[src/design/fmp_pkg.sv]
package fmp_pkg;

  // modulus and montgomery constants (radix 2^32)
  localparam logic [29:0] FIB_PRIME  = 30'd1000000007;
  localparam logic [29:0] MONT_ONE   = 30'd294967268;  // 2^32 mod prime
  localparam logic [30:0] PRIME_X2   = 31'd2000000014;

  // -prime^-1 mod 2^32 by newton iteration, five steps give 96 good bits
  function automatic logic [31:0] mont_neg_inv();
    logic [31:0] p32;
    logic [31:0] inv;
    p32 = 32'(FIB_PRIME);
    inv = p32;
    for (int i = 0; i < 5; i++) begin
      inv = inv * (32'd2 - p32 * inv);
    end
    return 32'd0 - inv;
  endfunction

  localparam logic [31:0] MONT_PINV = mont_neg_inv();

  typedef enum logic [3:0] {
    ST_IDLE = 4'b0001,
    ST_MUL  = 4'b0010,
    ST_SQR  = 4'b0100,
    ST_CONV = 4'b1000
  } state_e;

  typedef enum logic [6:0] {
    PH_MUL0 = 7'b0000001,
    PH_MUL1 = 7'b0000010,
    PH_SUM  = 7'b0000100,
    PH_QUOT = 7'b0001000,
    PH_QP   = 7'b0010000,
    PH_SHR  = 7'b0100000,
    PH_FIX  = 7'b1000000
  } phase_e;

endpackage

[src/design/fibonacci_mod_matrix_power_core.sv]
// Fibonacci modulo 1000000007. Each input transaction carries an index n and
// produces one output transaction with F(n) mod 1000000007. Internally the
// 2x2 generator [1,1;1,0] is raised to the power n-1 by square-and-multiply
// over the exponent bits, least significant first, all in Montgomery form
// (radix 2^32) so no divider is needed. A single 32x32 multiplier is shared
// by everything: each matrix entry runs through two products, their sum, the
// Montgomery quotient, quotient times prime, add/shift and final subtract,
// and one matrix product works through its four entries in turn. n = 0 and
// n = 1 go straight to the conversion out of Montgomery form. in_stall_o is
// high while an item is being computed; the result sits in an output
// register, so a new index is taken as soon as the result has moved into
// it, even while that result still waits to be taken.
module fibonacci_mod_matrix_power_core import fmp_pkg::*; #(
  parameter int unsigned INDEX_BITS = 63
) (
  input  logic                  clk_i,
  input  logic                  rst_ni,
  input  logic                  in_valid_i,
  output logic                  in_stall_o,
  input  logic [INDEX_BITS-1:0] index_i,
  output logic                  out_valid_o,
  input  logic                  out_stall_i,
  output logic [29:0]           fib_value_o
);

  // sequencer
  state_e                state_q;
  phase_e                ph_q;
  logic [1:0]            ent_q;     // matrix entry under work, row-major
  logic [INDEX_BITS-1:0] k_q;       // remaining exponent bits

  // matrices in montgomery form
  logic [29:0]           acc_q [4];
  logic [29:0]           gen_q [4];
  logic [29:0]           res_q [3]; // finished entries of the product

  // shared multiplier and reduction datapath
  logic [31:0]           mul_a;
  logic [31:0]           mul_b;
  logic                  mul_en;
  logic [63:0]           prod_q;
  logic [59:0]           part_q;
  logic [60:0]           tsum_q;
  logic [62:0]           redc_sum;
  logic [30:0]           u_q;
  logic [29:0]           red;

  logic                  out_valid_q;
  logic                  out_valid_d;
  logic [29:0]           fib_q;

  logic                  in_fire;
  logic                  out_free;
  logic                  busy;
  logic                  last_ent;
  logic [INDEX_BITS-1:0] k_start;
  logic [29:0]           a_ent;
  logic [29:0]           b_ent;
  logic                  sel_hi;
  state_e                after_prod;

  // which product comes next, from the exponent bits still left
  function automatic state_e pick_next(logic [INDEX_BITS-1:0] kk);
    if (kk[0]) begin
      return ST_MUL;
    end else if (kk != '0) begin
      return ST_SQR;
    end else begin
      return ST_CONV;
    end
  endfunction

  function automatic phase_e phase_step(phase_e ph);
    case (ph)
      PH_MUL0: return PH_MUL1;
      PH_MUL1: return PH_SUM;
      PH_SUM:  return PH_QUOT;
      PH_QUOT: return PH_QP;
      PH_QP:   return PH_SHR;
      PH_SHR:  return PH_FIX;
      default: return PH_MUL0;
    endcase
  endfunction

  assign busy        = (state_q != ST_IDLE);
  assign in_stall_o  = busy;
  assign in_fire     = in_valid_i && !in_stall_o;
  assign out_valid_o = out_valid_q;
  assign fib_value_o = fib_q;
  assign out_free    = !out_valid_q || !out_stall_i;
  assign last_ent    = (ent_q == 2'd3);
  assign k_start     = index_i - INDEX_BITS'(1);

  // after acc*gen the square follows only if higher exponent bits remain;
  // after a square the exponent shifts and the next bit decides
  assign after_prod = (state_q == ST_MUL) ?
                      (((k_q >> 1) != '0) ? ST_SQR : ST_CONV) :
                      pick_next(k_q >> 1);

  // operand fetch: first product of the entry uses column 0 of row i of a
  // and row 0 of b, the second uses column 1 / row 1
  assign sel_hi = (ph_q == PH_MUL1);

  always_comb begin
    a_ent = '0;
    b_ent = '0;
    case (state_q)
      ST_MUL: begin
        a_ent = acc_q[{ent_q[1], sel_hi}];
        b_ent = gen_q[{sel_hi, ent_q[0]}];
      end
      ST_SQR: begin
        a_ent = gen_q[{ent_q[1], sel_hi}];
        b_ent = gen_q[{sel_hi, ent_q[0]}];
      end
      ST_CONV: begin
        // leave montgomery form: redc(acc[0] * 1)
        a_ent = sel_hi ? 30'd0 : acc_q[0];
        b_ent = sel_hi ? 30'd0 : 30'd1;
      end
      default: begin
        a_ent = '0;
        b_ent = '0;
      end
    endcase
  end

  always_comb begin
    mul_a  = '0;
    mul_b  = '0;
    mul_en = 1'b0;
    case (ph_q)
      PH_MUL0, PH_MUL1: begin
        mul_a  = 32'(a_ent);
        mul_b  = 32'(b_ent);
        mul_en = busy;
      end
      PH_QUOT: begin
        // montgomery quotient m = t * (-p^-1) mod 2^32
        mul_a  = tsum_q[31:0];
        mul_b  = MONT_PINV;
        mul_en = busy;
      end
      PH_QP: begin
        mul_a  = prod_q[31:0];
        mul_b  = 32'(FIB_PRIME);
        mul_en = busy;
      end
      default: begin
        mul_a  = '0;
        mul_b  = '0;
        mul_en = 1'b0;
      end
    endcase
  end

  // t + m*p is divisible by 2^32, the quotient stays below twice the prime
  assign redc_sum = 63'(tsum_q) + 63'(prod_q[61:0]);
  assign red      = (u_q >= 31'(FIB_PRIME)) ? 30'(u_q - 31'(FIB_PRIME)) : u_q[29:0];

  // output register: cleared when taken, loaded when a conversion finishes
  always_comb begin
    out_valid_d = out_valid_q && out_stall_i;
    if (state_q == ST_CONV && ph_q == PH_FIX && out_free) begin
      out_valid_d = 1'b1;
    end
  end

  // control
  always_ff @(posedge clk_i or negedge rst_ni) begin
    if (!rst_ni) begin
      state_q     <= ST_IDLE;
      ph_q        <= PH_MUL0;
      ent_q       <= 2'd0;
      out_valid_q <= 1'b0;
    end else begin
      out_valid_q <= out_valid_d;
      case (state_q)
        ST_IDLE: begin
          if (in_fire) begin
            ph_q  <= PH_MUL0;
            ent_q <= 2'd0;
            if (index_i == '0) begin
              state_q <= ST_CONV;
            end else begin
              state_q <= pick_next(k_start);
            end
          end
        end
        ST_MUL, ST_SQR: begin
          ph_q <= phase_step(ph_q);
          if (ph_q == PH_FIX) begin
            ent_q <= ent_q + 2'd1;
            if (last_ent) begin
              state_q <= after_prod;
            end
          end
        end
        ST_CONV: begin
          if (ph_q == PH_FIX) begin
            // hold the finished value until the output register frees up
            if (out_free) begin
              state_q <= ST_IDLE;
              ph_q    <= PH_MUL0;
            end
          end else begin
            ph_q <= phase_step(ph_q);
          end
        end
        default: begin
          state_q <= ST_IDLE;
          ph_q    <= PH_MUL0;
        end
      endcase
    end
  end

  // datapath
  always_ff @(posedge clk_i) begin
    if (in_fire) begin
      k_q      <= k_start;
      // identity accumulator, or zero so that n = 0 converts straight to 0
      acc_q[0] <= (index_i == '0) ? 30'd0 : MONT_ONE;
      acc_q[1] <= 30'd0;
      acc_q[2] <= 30'd0;
      acc_q[3] <= MONT_ONE;
      gen_q[0] <= MONT_ONE;
      gen_q[1] <= MONT_ONE;
      gen_q[2] <= MONT_ONE;
      gen_q[3] <= 30'd0;
    end
    if (mul_en) begin
      prod_q <= 64'(mul_a) * 64'(mul_b);
    end
    if (busy && ph_q == PH_MUL1) begin
      part_q <= prod_q[59:0];
    end
    if (busy && ph_q == PH_SUM) begin
      tsum_q <= 61'(part_q) + 61'(prod_q[59:0]);
    end
    if (busy && ph_q == PH_SHR) begin
      u_q <= redc_sum[62:32];
    end
    if (ph_q == PH_FIX) begin
      if (state_q == ST_MUL || state_q == ST_SQR) begin
        if (!last_ent) begin
          res_q[ent_q] <= red;
        end else if (state_q == ST_MUL) begin
          acc_q[0] <= res_q[0];
          acc_q[1] <= res_q[1];
          acc_q[2] <= res_q[2];
          acc_q[3] <= red;
        end else begin
          gen_q[0] <= res_q[0];
          gen_q[1] <= res_q[1];
          gen_q[2] <= res_q[2];
          gen_q[3] <= red;
          k_q      <= k_q >> 1;
        end
      end else if (state_q == ST_CONV && out_free) begin
        fib_q <= red;
      end
    end
  end

  // a taken index always starts a computation
  a_start_busy: assert property (@(posedge clk_i) disable iff (!rst_ni)
    in_fire |=> (state_q != ST_IDLE))
    else $error("accepted index did not start a computation");

  // montgomery quotient stays below twice the prime before the final subtract
  a_redc_bound: assert property (@(posedge clk_i) disable iff (!rst_ni)
    (busy && ph_q == PH_FIX) |-> (u_q < PRIME_X2))
    else $error("montgomery reduction out of range");

  // a square is only scheduled while higher exponent bits remain
  a_sqr_bits: assert property (@(posedge clk_i) disable iff (!rst_ni)
    (state_q == ST_SQR && ph_q == PH_FIX && last_ent) |-> ((k_q >> 1) != '0))
    else $error("square scheduled with no exponent bits left");

  // a delivered value is fully reduced
  a_out_range: assert property (@(posedge clk_i) disable iff (!rst_ni)
    out_valid_o |-> (fib_value_o < FIB_PRIME))
    else $error("result not reduced modulo the prime");

endmodule

[config.mk]
export PLATFORM = sky130hd
export DESIGN_NAME = fibonacci_mod_matrix_power_core
export DESIGN_NICKNAME = d
export VERILOG_FILES = /design/src/design/fmp_pkg.sv /design/src/design/fibonacci_mod_matrix_power_core.sv
export SDC_FILE = /design/constraint.sdc
export NUM_CORES = 2
export LEC_CHECK = 0
export ABC_AREA = 0
export BUFFER_PORTS_ARGS = -buffer_cell sky130_fd_sc_hd__buf_4
export CAP_MARGIN = 20
export CELL_PAD_IN_SITES_DETAIL_PLACEMENT = 2
export CELL_PAD_IN_SITES_GLOBAL_PLACEMENT = 2
export CORE_UTILIZATION = 40
export CTS_BUF_LIST = sky130_fd_sc_hd__clkbuf_4 sky130_fd_sc_hd__clkbuf_8
export CTS_CLUSTER_SIZE = 25
export DETAILED_ROUTE_END_ITERATION = 8
export PLACE_DENSITY = 0.79
export SLEW_MARGIN = 20
export SYNTH_ARGS = -nofsm -noshare
export SYNTH_HDL_FRONTEND = slang
export SYNTH_SLANG_ARGS = --single-unit
[constraint.sdc]
create_clock -name clk_i -period 9.3 [get_ports clk_i]
set_input_delay 1.86 -clock clk_i [delete_from_list [all_inputs] [get_ports clk_i]]
set_output_delay 1.86 -clock clk_i [all_outputs]
set_load 0.01 [all_outputs]
==> results.md <==
* Status: complete, but fails checks
* Failing checks: capacitance limit, slew limit, setup timing
* Critical path required time at 9.90 ns
* Layout cells sized above 1 at 23.4%
* R2r endpoint: prod_q[55]
* Worst Setup Start Kind: flop
* RR Startpoint: ph_q[3]
* Most used cell, CP: buf_4
* Slew Limit Headroom at -32.9%
* CP bufs+invs at 13
* Syn Area/Cell at 10.2 µm²
* Finished Cell Area at 80200 µm²
* Fillers at 16229
* Final RePlAce weighted congestion at 0.998
* Die area at 164000 µm²
* Hold_buf cts at 0
* Adder-Cell Fraction of Synth Area at 34.5%
* DR WL/cell at 41.4 µm
* Hold Violations, Final at 0
* # rows at 147
* Worst R2R Path Depth at 37
* Total power draw at 16.3 mW
* # clock sinks at 650
* Synth area leaders: fa_1 27%, edfxtp_1 27%, ha_1 7.8%
* CTS tree: built
* Setup ws final at -2.35 ns
* Die width at 405 µm
* Met3 wire length at 40.6 mm
* Pleak at 35.1 nW
* Crit path max fanout at 16
* CTS Root Cell: clkbuf_8
* DIE HEIGHT at 405 µm
* Largest family of logic cells by synthesized area: adder cells
* Grt ovf at 0
* Cells after Synth at 6381
* Area grow syn2layout at 23.8%
* M1 wire length at 120 mm
* Hold_ws at 0.534 ns
* Worst-path clk slew at 0.09 ns
* Arrival @ worst endpoint at 12.26 ns
* Most common flop cell mapped by yosys: edfxtp_1
* Synth cell types at 98
* Xor/xnor share of the synthesized area at 3.03%
* Worst setup path class: flop to flop
* Post-Syn Area at 64800 µm²
* CTS buffer count at 109
* Setup violators final at 49
* Slowest stage delay, CP at 0.93 ns
* Port Buffer Count at 98
* Max cap viols at 2
* Post-Place Cell Area at 73800 µm²
* Met2 wire len at 176 mm
* Max clock buf depth at 3
* Largest vdd supply drop at 0.000163 V
* Unrepaired setup endpoints after global routing: yes
* Max-slew violation count at 4
* Via/cell ratio at 6.53
* P per Cell Area at 203 nW/µm²
* Global-route wire length before repair at 491 mm
* Clock Skews at 0.0984 ns
* Nets at 8459
* Hold worst-path end: gen_q[1][23]
* Detailed Routing Iterations Pass 1 at 9
* Most frequent cells in the layout: 1000 x inv_1, 798 x fa_1, 695 x nor2_1
* Compound-Gate Fraction of Synth Area at 8.68%
* Initial antenna violation count at 53
* Initial Util at 40.3%
* Fmax at 0.0858 GHz
* Top Layer Used: met5
* Post-Synth Simple-Gate Area at 13.7%
* Top-area cell type share of the netlist area at 26.7%
* Clk_lat worst skew at 0.89 ns
* WL final at 389 mm
* Measured slew at the worst slew-check pin at 1.98 ns
* Yosys top cell by area: fa_1
* EDFF count, synth at 574
* Post-route DRC at 0
* Hold path cells at 1
* Post-synth ARST share at 2.15%
* Hold Path Class: flop to flop
* Antenna violation net count after detailed routing at 0
* Mux cell area share after synthesis at 3.22%
* H-tree levels at 3
* Yosys reg bits at 650
* Gr usage total at 42.4%
* Core Box Area at 161000 µm²
* Minimum clock period at 11.65 ns
* Vias in the first global route at 66852
* Drt initial violations at 6564
* Final Cycle Share at 125%
* Worst Setup End Kind: flop
* Ports at 99
* Seq/Total Area, Yosys at 29.0%
* Vias at 61390
* Largest net degree at the start of global routing at 109
* CP top delay family: adder cells
* DPL Wire Length at 240 mm
* Slowest-stage cell, CP: fa_1
* Syn. warnings at 0
* HP Start: res_q[1][23]
* R2r setup slk at -2.35 ns
* Final core occ at 49.9%
* Commonest non-fill, non-tap cell in the layout: inv_1
synth_stat cells, types with 15 or more instances:
cell type     n
inv_1      1054
fa_1        865
nor2_1      735
nand2_1     612
edfxtp_1    574
ha_1        406
a21oi_1     281
clkbuf_1    212
and2_1      182
xnor2_1     130
xor2_1       94
o21ai_0      92
nand3_1      89
mux4_2       88
a21o_1       85
dfxtp_1      62
o22ai_1      60
or2_2        52
nor3_1       49
nor4_1       44
nand4_1      40
a211oi_1     37
a211o_1      34
buf_2        34
a22oi_1      32
o21a_1       29
nand2b_1     28
a31oi_1      26
nor2b_1      25
o21bai_1     23
o211ai_1     20
and3_1       17
a211oi_2     15
buf_1        15
o21ai_1      15
timing repair:
item | 4_1_cts | 5_1_grt
setup buffers | 87 | 73
cloned | 5 | 0
pin swaps | 95 | 161
gates resized for setup | 290 | 262
setup endpoints to repair | 47 | 50
power by group:
group	total [mW]	internal, mW	switching [mW]
Clock	3.08	1.47	1.61
Combinational	8.46	3.01	5.45
Sequential	4.75	3.93	0.819
Total	16.3	8.40	7.88
worst max-delay path by stage:
stage | startpoint | to | slack [ns] | cells after the start
finish | ph_q[3] | prod_q[55] | -2.35 | 37
global placement | ph_q[3] | prod_q[46] | -0.84 | 34
floorplan | ph_q[0] | prod_q[54] | -0.005 | 33
detailed placement | ph_q[3] | prod_q[44] | -1.13 | 35
CTS | ph_q[3] | prod_q[54] | -0.74 | 35
global route | ph_q[2] | prod_q[55] | -2.26 | 37
metal layers:
| metal | GRT usage (%) | up-vias |
|---|---|---|
| met2 | 70.2 | 5099 |
| met4 | 39.8 | 54 |
| li1 | - | 22457 |
| met1 | 43.2 | 31040 |
| met5 | 0 | - |
| met3 | 11.7 | 2740 |
metrics by stage:
stage / std cells / setup WS, ns / TNS, ns
6_report: 9399 / -2.35 / -65.05
5_1_grt: 9377 / -2.26 / -60.67
4_1_cts: 9307 / -0.743 / -17.25
3_5_place_dp: 9018 / -1.13 / -31.66
3_3_place_gp: 9018 / -0.842 / -19.93
2_1_floorplan: 6389 / -0.00474 / -0.00474
flip-flops by register name (all words and copies together), names as in the netlist:
name,flops
gen_q,120
state_q,4
prod_q,62
u_q,31
tsum_q,61
ent_q,2
part_q,60
k_q,62
res_q,90
fib_value_o,30
acc_q,120
ph_q,7
out_valid_o,1
layout make-up:
class	instances	area, µm²	area share [%]
clock buffers	147	1830	2.28
diodes	28	70.1	0.0873
well taps	2160	2700	3.37
flip-flops and latches	650	18800	23.5
inverters	1059	3980	4.96
repair buffers	890	8820	11.0
multi-input cells	4411	43500	54.3
clock inverters	54	465	0.580
cell families (layout without fill, tap and decap cells):
kind of cell | Yosys count | in the layout
simple gates | 1953 | 1953
buf+inv | 1328 | 2150
fa+ha+maj | 1271 | 1271
compound gates | 855 | 855
flops | 650 | 650
xor+xnor | 224 | 224
mux | 98 | 98
other cells | 2 | 38
Note: power is estimated with default switching activity, not from simulation.
